===== config.mk =====
export PLATFORM = sky130hd
export DESIGN_NAME = utf8_sequence_filter_top_flat
export DESIGN_NICKNAME = d
export VERILOG_FILES = /design/src/hw/rtl/usf_pkg.sv /design/src/hw/rtl/usf_channels.sv /design/src/hw/rtl/usf_front.sv /design/src/hw/rtl/usf_queue.sv /design/src/hw/rtl/usf_back.sv /design/src/hw/rtl/utf8_sequence_filter_top.sv /design/src/flat_wrapper.sv
export SDC_FILE = /design/constraint.sdc
export NUM_CORES = 1
export LEC_CHECK = 0
export ABC_AREA = 1
export BUFFER_PORTS_ARGS = -buffer_cell sky130_fd_sc_hd__buf_2
export CORE_ASPECT_RATIO = 0.8
export CORE_MARGIN = 2
export CORE_UTILIZATION = 61
export DETAILED_ROUTE_END_ITERATION = 6
export GPL_TIMING_DRIVEN = 1
export PLACE_DENSITY = 0.77
export RECOVER_POWER = 100
export SETUP_SLACK_MARGIN = 0.5
export SYNTH_ARGS = -nofsm -noshare
export SYNTH_HDL_FRONTEND = slang
export SYNTH_SLANG_ARGS = --single-unit
export TNS_END_PERCENT = 5

===== constraint.sdc =====
create_clock -name clock -period 4.9 [get_ports clock]
set_input_delay 0.98 -clock clock [delete_from_list [all_inputs] [get_ports clock]]
set_output_delay 0.98 -clock clock [all_outputs]
set_load 0.01 [all_outputs]

===== src/hw/rtl/usf_pkg.sv =====
package usf_pkg;

   // bytes in the longest run a group can carry
   localparam int GROUP_BYTES = 4;
   localparam int GIDX_W      = $clog2(GROUP_BYTES);

   // queue between front and back
   localparam int QUEUE_DEPTH = 4;
   localparam int QPTR_W      = $clog2(QUEUE_DEPTH);
   localparam int QCNT_W      = $clog2(QUEUE_DEPTH + 1);

   typedef logic [7:0] byte_type;

   // one finished run, bytes in stream order, last_idx marks the final byte
   typedef struct packed {
      byte_type [GROUP_BYTES-1:0] bytes;
      logic     [GIDX_W-1:0]      last_idx;
   } group_type;

endpackage


===== src/hw/rtl/usf_channels.sv =====
// input word: one text byte with its end flag
interface usf_req_if;
   import usf_pkg::*;
   logic     valid;
   logic     ready;
   byte_type in_byte;
   logic     end_of_text;

   modport source (output valid, output in_byte, output end_of_text, input ready);
   modport sink   (input valid, input in_byte, input end_of_text, output ready);
endinterface

// result word: one kept byte, flagged on the last byte of its run
interface usf_rsp_if;
   import usf_pkg::*;
   logic     valid;
   logic     ready;
   byte_type out_byte;
   logic     run_last;

   modport source (output valid, output out_byte, output run_last, input ready);
   modport sink   (input valid, input out_byte, input run_last, output ready);
endinterface


===== src/hw/rtl/usf_front.sv =====
module usf_front (
   input  logic               clock,
   input  logic               reset,
   usf_req_if.sink            req_bus,
   input  logic               q_full,
   output logic               q_push,
   output usf_pkg::group_type q_group
);
   import usf_pkg::*;

   logic [2:0][7:0] held_ff, held_in;
   logic [1:0]      needed_ff, needed_in;
   logic [1:0]      collected_ff, collected_in;
   logic            allc_ff, allc_in;

   logic            accept;
   byte_type        b;
   logic [1:0]      extra;
   logic            allc_next;
   logic            complete;

   assign req_bus.ready = !q_full;
   assign accept        = req_bus.valid && !q_full;
   assign b             = req_bus.in_byte;

   // lead byte class: further bytes the sequence needs
   always_comb begin
      priority if (b[7:5] == 3'b110) extra = 2'd1;
      else if (b[7:4] == 4'b1110)    extra = 2'd2;
      else if (b[7:3] == 5'b11110)   extra = 2'd3;
      else                           extra = 2'd0;
   end

   assign allc_next = allc_ff && (b[7:6] == 2'b10);
   assign complete  = ({1'b0, collected_ff} + 3'd1) >= {1'b0, needed_ff};

   // sequence tracking and group build
   always_comb begin
      held_in      = held_ff;
      needed_in    = needed_ff;
      collected_in = collected_ff;
      allc_in      = allc_ff;
      q_push       = 1'b0;
      q_group.last_idx = '0;
      for (int i = 0; i < GROUP_BYTES; i++) begin
         q_group.bytes[i] = b;
      end
      if (accept) begin
         if (needed_ff == 2'd0) begin
            if (!b[7]) begin
               // ascii passes on its own
               q_push = 1'b1;
            end else if (extra != 2'd0) begin
               held_in[0]   = b;
               needed_in    = extra;
               collected_in = 2'd0;
               allc_in      = 1'b1;
            end
         end else if (complete) begin
            // held bytes first, then this byte
            q_group.bytes[0] = held_ff[0];
            if (collected_ff >= 2'd1) q_group.bytes[1] = held_ff[1];
            if (collected_ff >= 2'd2) q_group.bytes[2] = held_ff[2];
            q_group.last_idx = GIDX_W'(collected_ff + 2'd1);
            q_push       = allc_next;
            needed_in    = 2'd0;
            collected_in = 2'd0;
            allc_in      = 1'b1;
         end else begin
            unique case (collected_ff)
               2'd0:    held_in[1] = b;
               2'd1:    held_in[2] = b;
               default: held_in[0] = held_ff[0];
            endcase
            collected_in = collected_ff + 2'd1;
            allc_in      = allc_next;
         end
         // end of text drops whatever is still open
         if (req_bus.end_of_text) begin
            needed_in    = 2'd0;
            collected_in = 2'd0;
            allc_in      = 1'b1;
         end
      end
   end

   // control state
   always_ff @(posedge clock) begin
      if (reset) begin
         needed_ff    <= 2'd0;
         collected_ff <= 2'd0;
         allc_ff      <= 1'b1;
      end else begin
         needed_ff    <= needed_in;
         collected_ff <= collected_in;
         allc_ff      <= allc_in;
      end
   end

   // held bytes
   always_ff @(posedge clock) begin
      held_ff <= held_in;
   end

endmodule


===== src/hw/rtl/usf_queue.sv =====
module usf_queue (
   input  logic               clock,
   input  logic               reset,
   input  logic               push,
   input  usf_pkg::group_type push_group,
   input  logic               pop,
   output usf_pkg::group_type head_group,
   output logic               full,
   output logic               empty
);
   import usf_pkg::*;

   group_type          mem_ff [QUEUE_DEPTH];
   logic [QPTR_W-1:0]  wr_ptr_ff, wr_ptr_in;
   logic [QPTR_W-1:0]  rd_ptr_ff, rd_ptr_in;
   logic [QCNT_W-1:0]  count_ff, count_in;
   logic               do_push;
   logic               do_pop;

   assign full       = count_ff == QCNT_W'(QUEUE_DEPTH);
   assign empty      = count_ff == '0;
   assign do_push    = push && !full;
   assign do_pop     = pop && !empty;
   assign head_group = mem_ff[rd_ptr_ff];

   // pointer and fill count update
   always_comb begin
      wr_ptr_in = wr_ptr_ff;
      rd_ptr_in = rd_ptr_ff;
      count_in  = count_ff;
      if (do_push) begin
         wr_ptr_in = (wr_ptr_ff == QPTR_W'(QUEUE_DEPTH - 1)) ? '0 : wr_ptr_ff + 1'b1;
      end
      if (do_pop) begin
         rd_ptr_in = (rd_ptr_ff == QPTR_W'(QUEUE_DEPTH - 1)) ? '0 : rd_ptr_ff + 1'b1;
      end
      if (do_push && !do_pop) count_in = count_ff + 1'b1;
      else if (do_pop && !do_push) count_in = count_ff - 1'b1;
   end

   always_ff @(posedge clock) begin
      if (reset) begin
         wr_ptr_ff <= '0;
         rd_ptr_ff <= '0;
         count_ff  <= '0;
      end else begin
         wr_ptr_ff <= wr_ptr_in;
         rd_ptr_ff <= rd_ptr_in;
         count_ff  <= count_in;
      end
   end

   // entry storage
   always_ff @(posedge clock) begin
      if (do_push) mem_ff[wr_ptr_ff] <= push_group;
   end

endmodule


===== src/hw/rtl/usf_back.sv =====
module usf_back (
   input  logic               clock,
   input  logic               reset,
   input  usf_pkg::group_type head_group,
   input  logic               q_empty,
   output logic               q_pop,
   usf_rsp_if.source          rsp_bus
);
   import usf_pkg::*;

   logic [GIDX_W-1:0] idx_ff, idx_in;
   logic              at_last;
   logic              take;

   assign at_last          = idx_ff == head_group.last_idx;
   assign rsp_bus.valid    = !q_empty;
   assign rsp_bus.out_byte = head_group.bytes[idx_ff];
   assign rsp_bus.run_last = at_last;
   assign take             = rsp_bus.valid && rsp_bus.ready;
   assign q_pop            = take && at_last;

   // walk the head run one word at a time
   always_comb begin
      idx_in = idx_ff;
      if (take) idx_in = at_last ? '0 : idx_ff + 1'b1;
   end

   always_ff @(posedge clock) begin
      if (reset) begin
         idx_ff <= '0;
      end else begin
         idx_ff <= idx_in;
      end
   end

endmodule


===== src/hw/rtl/utf8_sequence_filter_top.sv =====
// channel | dir | payload              | accept
// req_bus | in  | in_byte, end_of_text | valid && ready
// rsp_bus | out | out_byte, run_last   | valid && ready
//
// one input word per cycle while the run queue has room; a finished run leaves one byte at a time
// sustained rate is one word in and one word out per cycle, held back by output stalls
// the completing input word writes its run into the registered queue; output reads the head
// synchronous reset empties the four-run queue and drops any open sequence
// input stalls only while the run queue is full; output stall holds the word
module utf8_sequence_filter_top (
   input  logic     clock,
   input  logic     reset,
   usf_req_if.sink  req_bus,
   usf_rsp_if.source rsp_bus
);
   import usf_pkg::*;

   logic      q_full;
   logic      q_empty;
   logic      q_push;
   logic      q_pop;
   group_type push_group;
   group_type head_group;

   // classify and assemble runs
   usf_front u_front (
      .clock   (clock),
      .reset   (reset),
      .req_bus (req_bus),
      .q_full  (q_full),
      .q_push  (q_push),
      .q_group (push_group)
   );

   // run queue
   usf_queue u_queue (
      .clock      (clock),
      .reset      (reset),
      .push       (q_push),
      .push_group (push_group),
      .pop        (q_pop),
      .head_group (head_group),
      .full       (q_full),
      .empty      (q_empty)
   );

   // serialize runs to the output
   usf_back u_back (
      .clock      (clock),
      .reset      (reset),
      .head_group (head_group),
      .q_empty    (q_empty),
      .q_pop      (q_pop),
      .rsp_bus    (rsp_bus)
   );

endmodule


===== src/flat_wrapper.sv =====
// flat-port wrapper written by rule: the top's interface ports become plain ports
module utf8_sequence_filter_top_flat import usf_pkg::*;
  (clock, reset, req_bus_valid, req_bus_in_byte, req_bus_end_of_text, req_bus_ready, rsp_bus_valid, rsp_bus_out_byte, rsp_bus_run_last, rsp_bus_ready);
  usf_req_if req_bus_i ();
  usf_rsp_if rsp_bus_i ();
  input  logic clock;
  input  logic reset;
  input wire logic [$bits(req_bus_i.valid)-1:0] req_bus_valid;
  input wire logic [$bits(req_bus_i.in_byte)-1:0] req_bus_in_byte;
  input wire logic [$bits(req_bus_i.end_of_text)-1:0] req_bus_end_of_text;
  output wire logic [$bits(req_bus_i.ready)-1:0] req_bus_ready;
  output wire logic [$bits(rsp_bus_i.valid)-1:0] rsp_bus_valid;
  output wire logic [$bits(rsp_bus_i.out_byte)-1:0] rsp_bus_out_byte;
  output wire logic [$bits(rsp_bus_i.run_last)-1:0] rsp_bus_run_last;
  input wire logic [$bits(rsp_bus_i.ready)-1:0] rsp_bus_ready;
  assign req_bus_i.valid = req_bus_valid;
  assign req_bus_i.in_byte = req_bus_in_byte;
  assign req_bus_i.end_of_text = req_bus_end_of_text;
  assign req_bus_ready = req_bus_i.ready;
  assign rsp_bus_valid = rsp_bus_i.valid;
  assign rsp_bus_out_byte = rsp_bus_i.out_byte;
  assign rsp_bus_run_last = rsp_bus_i.run_last;
  assign rsp_bus_i.ready = rsp_bus_ready;
  utf8_sequence_filter_top u_core (.clock(clock), .reset(reset), .req_bus(req_bus_i), .rsp_bus(rsp_bus_i));
endmodule

==> load_flow_metrics.sql, run 1 <==
INSERT INTO impl_metrics (metric_group, metric, value, unit) VALUES
('detailed_routing', 'detailroute.via_count', '4890', ''),
('critical_path', 'crit_arrival', '4.31', 'ns'),
('timing', 'skew', '0.00695', 'ns'),
('timing', 'grt_setup_unrepaired', 'no', ''),
('yosys', 'ys_async_sr_fraction', '0', '%'),
('detailed_routing', 'wire_per_inst', '20.6', 'um'),
('yosys', 'synthesis.area_per_instance', '12.0', 'sq um'),
('outcome', 'outcome', 'finished, violations left', ''),
('timing', 'relSlewSlack', '-46.1', '%'),
('critical_path', 'cp_slowest_stage_delay', '0.98', 'ns'),
('yosys', 'post_synthesis_cell_count', '609', ''),
('timing', 'hold_viol', '0', ''),
('cells_and_area', 'antennaDiodeCount', '0', ''),
('yosys', 'synth.net_count', '635', ''),
('clock_tree', 'cts_tree', 'done', ''),
('cells_and_area', 'n_fill_cell', '779', ''),
('global_routing', 'grt_first_pass_wirelength', '25400', 'um'),
('yosys', 'synth_warnings', '0', ''),
('yosys', 'netlist_top_cells_count', 'edfxtp_1 (159), nor2_1 (85), nand2_1 (77), o21ai_0 (74), inv_1 (43)', ''),
('yosys', 'yosysMostFrequentCell', 'edfxtp_1', ''),
('detailed_routing', 'antenna_violating_nets_post_route', '0', ''),
('placed_design', 'io_buffer_count', '23', ''),
('global_routing', 'grt_start_max_net_pins', '69', ''),
('placed_design', 'gp_congestion', '0.823', ''),
('floorplan', 'design.portCount', '24', ''),
('detailed_routing', 'drc_violation_total_after_the_first_tritonroute_iteration', '642', ''),
('min_path', 'min-delay-path-class', 'flip-flop to flip-flop', ''),
('detailed_routing', 'm1WireLength', '6850', 'um'),
('pwr', 'power.total', '3.57', 'mW'),
('detailed_routing', 'routed_wirelength', '16400', 'um'),
('yosys', 'ys_seq_area_share', '69.6', '%'),
('clock_tree', 'insertion_delay', '0.43', 'ns'),
('critical_path', 'worst-setup-path-type', 'flip-flop to flip-flop', ''),
('clock_tree', 'post_cts_gate_resize_count', '0', ''),
('detailed_routing', 'drc_viols', '0', ''),
('pwr', 'leakage', '2.87', 'nW'),
('detailed_routing', 'first_pass_iters', '6', ''),
('yosys', 'synth_largest_type_area_fraction', '65.2', '%'),
('floorplan', 'core_area', '11600', 'sq um'),
('yosys', 'cell_variety_after_synth', '32', ''),
('outcome', 'violations_in_the_final_reports', 'max-capacitance violations, max-slew violations', ''),
('clock_tree', 'setup_fix_bufs_post_cts', '0', ''),
('timing', 'fin_worst_hold_slack', '0.509', 'ns'),
('detailed_routing', 'route.met3.wl', '1290', 'um'),
('clock_tree', 'cts_htree_levels', '4', ''),
('cells_and_area', 'fin_nets', '658', ''),
('global_routing', 'grt_pass1_vias', '4874', ''),
('critical_path', 'timing.critical_path.to_type', 'flip-flop', ''),
('min_path', 'holdPathStages', '2', ''),
('detailed_routing', 'vias_per_cell', '6.17', ''),
('yosys', 'top_cells_by_area_in_the_synthesized_netlist', 'edfxtp_1 (65%), o21ai_0 (5.1%), dfxtp_1 (4.4%), nor2_1 (4.4%), nand2_1 (3.9%)', ''),
('critical_path', 'crit_top_cell', 'o21ai_0', ''),
('pwr', 'cellPowerDensity', '444', 'nW/um^2'),
('job', 'timing.max_cap.violations', '3', ''),
('cells_and_area', 'layout-drive-gt1-share', '8.37', '%'),
('floorplan', 'die_area', '12900', 'sq um'),
('global_routing', 'initial_antenna_violation_count', '0', ''),
('global_routing', 'global_route.usage.total', '26.5', '%'),
('floorplan', 'chipHeight', '102', 'um'),
('yosys', 'synth-edff-count', '159', ''),
('timing', 'timing.fmax', '0.239', 'GHz'),
('clock_tree', 'clk_transition_reported_paths', '0.07', 'ns'),
('floorplan', 'rows', '35', ''),
('clock_tree', 'cts_buffers', '17', ''),
('yosys', 'mappedNetlistArea', '7320', 'sq um'),
('clock_tree', 'cts.root.buffer_cell', 'clkbuf_16', ''),
('timing', 'maxSlewViolCount', '70', ''),
('floorplan', 'start_util', '63.1', '%'),
('floorplan', 'dieWidth', '126', 'um'),
('timing', 'max_slew.worst_pin.slew', '2.17', 'ns'),
('critical_path', 'crit_path_top_delay_cell', 'o21ai_0', '');
-- layout make-up --
cell class	instances	area, sq um	share of cell area, %
Timing Repair Buffer	32	144	1.79
Clock buffer	17	425	5.29
Inverter	48	180	2.24
Multi-Input combinational cell	358	1880	23.4
Clock inverter	15	136	1.69
Tap cell	148	185	2.30
Sequential cell	175	5100	63.3
-- logic make-up (layout without fill, tap and decap cells) --
family / Yosys count / count (layout) / share of synthesized area (%)
buf+inv: 76 / 112 / 4.27
compound gates: 140 / 140 / 11.7
xor+xnor: 1 / 1 / 0.120
simple gates: 204 / 204 / 11.8
fa+ha+maj: 13 / 13 / 2.43
flops: 175 / 175 / 69.6
-- path summary, 6_finish.rpt --
| kind | startpoint | endpoint | slack (ns) |
|---|---|---|---|
| worst min register to register | u_core.u_front.allc_ff$_SDFFE_PP1P_ | u_core.u_front.allc_ff$_SDFFE_PP1P_ | 0.51 |
| worst min-delay path | u_core.u_front.allc_ff$_SDFFE_PP1P_ | u_core.u_front.allc_ff$_SDFFE_PP1P_ | 0.51 |
| worst max-delay path | u_core.u_front.collected_ff[0]$_SDFFE_PP0P_ | u_core.u_queue.mem_ff[0][24]$_DFFE_PP_ | 0.72 |
| worst max register to register | u_core.u_front.collected_ff[0]$_SDFFE_PP0P_ | u_core.u_queue.mem_ff[0][24]$_DFFE_PP_ | 0.72 |
-- worst max-delay path: cells and delay by family, from the launching register on --
kind | cells | cell delay (ns)
compound gates | 3 | 1.96
simple gates | 3 | 0.78
fa+ha+maj | 1 | 0.47
flops | 1 | 0.42
buf+inv | 2 | 0.23
-- placed cells by master, fill, tap and decap left out, types with 2 or more instances in the layout --
cell type / instances
clkbuf_16: 17
o22ai_1: 8
inv_6: 4
edfxtp_1: 159
fa_1: 2
nor2_4: 2
inv_1: 44
dfxtp_1: 15
clkinv_2: 2
nor3_1: 2
buf_2: 4
nor2_1: 82
nand3_2: 2
o21ai_0: 84
o211ai_1: 8
clkbuf_1: 23
buf_4: 5
nor2_2: 3
clkinv_1: 3
inv_2: 3
nand4_1: 5
nand3_1: 24
a21oi_1: 13
nand2_1: 80
ha_1: 11
o221ai_1: 24
clkinv_4: 4
-- sequential cells by signal (all words and copies together) (netlist names), named ones only --
register and count:
u_core.u_queue.mem_ff 136, u_core.u_front.held_ff 23, u_core.u_queue.count_ff 3, u_core.u_back.idx_ff 2
u_core.u_front.collected_ff 2, u_core.u_front.needed_ff 2, u_core.u_queue.rd_ptr_ff 2, u_core.u_queue.wr_ptr_ff 2
u_core.u_front.allc_ff 1
-- routing by layer --
layer,up-vias,global-route usage [%]
met1,2392,35.0
met3,34,6.44
met2,235,42.7
met5,-,0
li1,2229,-
met4,0,11.7
-- stage by stage --
stage / instances / cell area [sq um] / util, %
3_3_place_gp: 761 / 7580 / 65.4
5_1_grt: 793 / 8050 / 69.4
6_report: 793 / 8050 / 69.4
2_1_floorplan: 609 / 7320 / -
4_1_cts: 793 / 8150 / 70.2
3_5_place_dp: 761 / 7580 / 65.4
-- power by group --
part           leakage (nW)  internal [mW]  switching, mW
Clock                 0.275          0.707          0.585
Sequential             1.57           1.69         0.0229
Combinational          1.03          0.164          0.408
Power figures use the tool's default switching activity.
==> run 2, diff against run 1 <==
CORE_UTILIZATION = 56   (was 61)
PLACE_DENSITY = 0.75   (was 0.77)
clock period = 3.6 ns   (was 4.9 ns; I/O delays follow)
==> load_flow_metrics.sql, run 2 (same netlist as run 1, synthesis figures left out) <==
INSERT INTO impl_metrics (metric_group, metric, value, unit) VALUES
('global_routing', 'global_route.usage.total', '23.6', '%'),
('clock_tree', 'insertion_delay', '0.43', 'ns'),
('detailed_routing', 'routed_wirelength', '15700', 'um'),
('clock_tree', 'cts_tree', 'done', ''),
('min_path', 'holdPathStages', '2', ''),
('global_routing', 'grt_overflow', '0', ''),
('critical_path', 'critical_path.top_delay_family', 'simple AND/OR/NAND/NOR gates', ''),
('placed_design', 'io_buffer_count', '23', ''),
('detailed_routing', 'vias_per_cell', '5.75', ''),
('cells_and_area', 'n_fill_cell', '954', ''),
('cells_and_area', 'largest_registers', 'u_core.u_queue.mem_ff: 136 flops, u_core.u_front.held_ff: 23 flops, u_core.u_queue.count_ff: 3 flops', ''),
('floorplan', 'design.portCount', '24', ''),
('critical_path', 'worst-setup-path-type', 'flip-flop to flip-flop', ''),
('pwr', 'cellPowerDensity', '596', 'nW/um^2'),
('cells_and_area', 'final_common_cell', 'edfxtp_1', ''),
('clock_tree', 'hold_bufs_at_cts', '0', ''),
('pwr', 'power.ir.vdd_worst', '344', 'uV'),
('cells_and_area', 'largest_register_ffs', '136', ''),
('cells_and_area', 'reg_with_most_ffs', 'u_core.u_queue.mem_ff', ''),
('clock_tree', 'numClockSinks', '175', ''),
('global_routing', 'grt_start_max_net_pins', '51', ''),
('cells_and_area', 'fin_nets', '664', ''),
('cells_and_area', 'antennaDiodeCount', '0', ''),
('detailed_routing', 'first_pass_iters', '5', ''),
('critical_path', 'crit_path_top_delay_cell', 'a21oi_1', ''),
('global_routing', 'grt_pass1_vias', '4646', ''),
('critical_path', 'cp_slowest_stage_delay', '0.47', 'ns'),
('timing', 'hold_viol', '0', ''),
('floorplan', 'chipHeight', '106', 'um'),
('floorplan', 'start_util', '57.1', '%'),
('outcome', 'outcome', 'finished, final reports clean', ''),
('placed_design', 'dp_hpwl', '9150', 'um'),
('timing', 'timing.final.crit_share', '85.7', '%'),
('timing', 'relSlewSlack', '43.9', '%'),
('timing', 'max_slew.worst_pin.slew', '0.841', 'ns'),
('floorplan', 'core_area', '12800', 'sq um'),
('timing', 'skew', '0.00865', 'ns'),
('clock_tree', 'cts_buffers', '17', ''),
('critical_path', 'crit_required', '3.80', 'ns'),
('pwr', 'power.total', '4.86', 'mW'),
('cells_and_area', 'final_core_util', '63.5', '%'),
('critical_path', 'worst_r2r_path_cells', '10', ''),
('clock_tree', 'cts.root.buffer_cell', 'clkbuf_16', ''),
('global_routing', 'grt_first_pass_wirelength', '24400', 'um'),
('cells_and_area', 'areaGrowthSynthToFinish', '11.3', '%'),
('placed_design', 'gp_congestion', '0.858', ''),
('detailed_routing', 'detailroute.via_count', '4748', ''),
('cells_and_area', 'layout-drive-gt1-share', '9.98', '%'),
('timing', 'period_needed', '3.08', 'ns'),
('timing', 'timing.fmax', '0.324', 'GHz'),
('timing', 'grt_setup_unrepaired', 'yes', ''),
('detailed_routing', 'drc_violation_total_after_the_first_tritonroute_iteration', '512', ''),
('critical_path', 'path_max_fanout', '16', ''),
('job', 'timing.max_cap.violations', '0', ''),
('clock_tree', 'clk_transition_reported_paths', '0.07', 'ns'),
('critical_path', 'rr_startpoint', 'u_core.u_front.collected_ff[0]$_SDFFE_PP0P_', ''),
('critical_path', 'worst_r2r_endpoint', 'u_core.u_queue.mem_ff[2][15]$_DFFE_PP_', ''),
('cells_and_area', 'mostFrequentLayoutCells', 'edfxtp_1 (159), o21ai_0 (83), nor2_1 (81)', ''),
('min_path', 'timing.hold.worst_endpoint', 'u_core.u_queue.wr_ptr_ff[1]$_SDFFE_PP0P_', ''),
('global_routing', 'initial_antenna_violation_count', '0', ''),
('detailed_routing', 'drc_viols', '0', ''),
('critical_path', 'timing.critical_path.cells', 'inv_1 -> fa_1 -> nor2_1 -> o21ai_0 -> nand2_1 -> inv_1 -> nor3_1 -> buf_4 -> nand2_1 -> a21oi_1', ''),
('timing', 'maxSlewViolCount', '0', ''),
('clock_tree', 'cts_htree_levels', '4', ''),
('floorplan', 'dieWidth', '132', 'um'),
('critical_path', 'slack_of_the_worst_reg_to_reg_path', '0.52', 'ns'),
('timing', 'report.final.setup_viol', '0', ''),
('clock_tree', 'clock_path_buffers', '2', ''),
('detailed_routing', 'wire_per_inst', '19.0', 'um'),
('critical_path', 'cp_num_buf_inv', '3', ''),
('pwr', 'leakage', '2.92', 'nW'),
('floorplan', 'die_area', '14000', 'sq um'),
('min_path', 'holdCritStartpoint', 'reset', ''),
('floorplan', 'rows', '37', ''),
('critical_path', 'cp-start-kind', 'flip-flop', ''),
('critical_path', 'timing.critical_path.to_type', 'flip-flop', ''),
('timing', 'setup_total_negative_slack', '0', 'ns'),
('critical_path', 'crit_arrival', '3.29', 'ns'),
('detailed_routing', 'antenna_violating_nets_post_route', '0', ''),
('min_path', 'min-delay-path-class', 'input port to flip-flop', '');
run 2: cell count changes in the layout (fill, tap and decap cells not counted), sizes merged:
cell / delta
clkinv: -5
clkbuf: -2
clkinvlp: -1
buf: +9
bufinv: -1
inv: +6
run 2: per-stage QoR:
stage / cells / hold slack, ns / setup WS (ns) / cell area [sq um]
2_1_floorplan: 609 / 0.452 / 0.211 / 7320
3_3_place_gp: 794 / 0.471 / 0.877 / 7660
3_5_place_dp: 794 / 0.473 / 0.771 / 7660
4_1_cts: 826 / 0.440 / 0.595 / 8230
5_1_grt: 826 / 0.462 / 0.279 / 8150
6_report: 826 / 0.445 / 0.516 / 8150
run 2: layout make-up:
| class | instances | area [sq um] | area share [%] |
|---|---|---|---|
| well taps | 175 | 219 | 2.69 |
| inverters | 48 | 180 | 2.21 |
| multi-input cells | 358 | 1890 | 23.2 |
| repair buffers | 38 | 200 | 2.46 |
| clock buffers | 18 | 429 | 5.27 |
| clock inverters | 14 | 136 | 1.67 |
| flip-flops and latches | 175 | 5100 | 62.5 |
run 2: timing repair:
item                                    CTS  global route
gates resized for setup                   1             3
hold endpoints to repair                  0             0
endpoints found under the setup margin    6             7
buffers inserted                          0             0
run 2: routing by layer:
layer,wire length (um),GRT usage [%]
met5,0,0
met4,261,9.32
met2,7520,38.7
met3,1070,5.01
met1,6860,31.2
run 2: worst max path at each step:
stage / slack, ns / cells past startpoint / from / end
3_5_place_dp: 0.77 / 16 / u_core.u_front.collected_ff[0]$_SDFFE_PP0P_ / u_core.u_queue.count_ff[2]$_SDFFE_PP0P_
5_1_grt: 0.28 / 10 / u_core.u_front.collected_ff[0]$_SDFFE_PP0P_ / u_core.u_queue.mem_ff[0][15]$_DFFE_PP_
6_report: 0.52 / 10 / u_core.u_front.collected_ff[0]$_SDFFE_PP0P_ / u_core.u_queue.mem_ff[2][15]$_DFFE_PP_
3_3_place_gp: 0.88 / 16 / u_core.u_front.collected_ff[0]$_SDFFE_PP0P_ / u_core.u_queue.count_ff[2]$_SDFFE_PP0P_
2_1_floorplan: 0.21 / 9 / u_core.u_front.collected_ff[0]$_SDFFE_PP0P_ / u_core.u_queue.mem_ff[0][0]$_DFFE_PP_
4_1_cts: 0.59 / 6 / flip-flop / rsp_bus_out_byte[5]
run 2: power by group:
part / internal, mW / total (mW) / switching (mW)
Combinational: 0.234 / 0.765 / 0.531
Sequential: 2.30 / 2.33 / 0.0382
Clock: 0.922 / 1.76 / 0.835
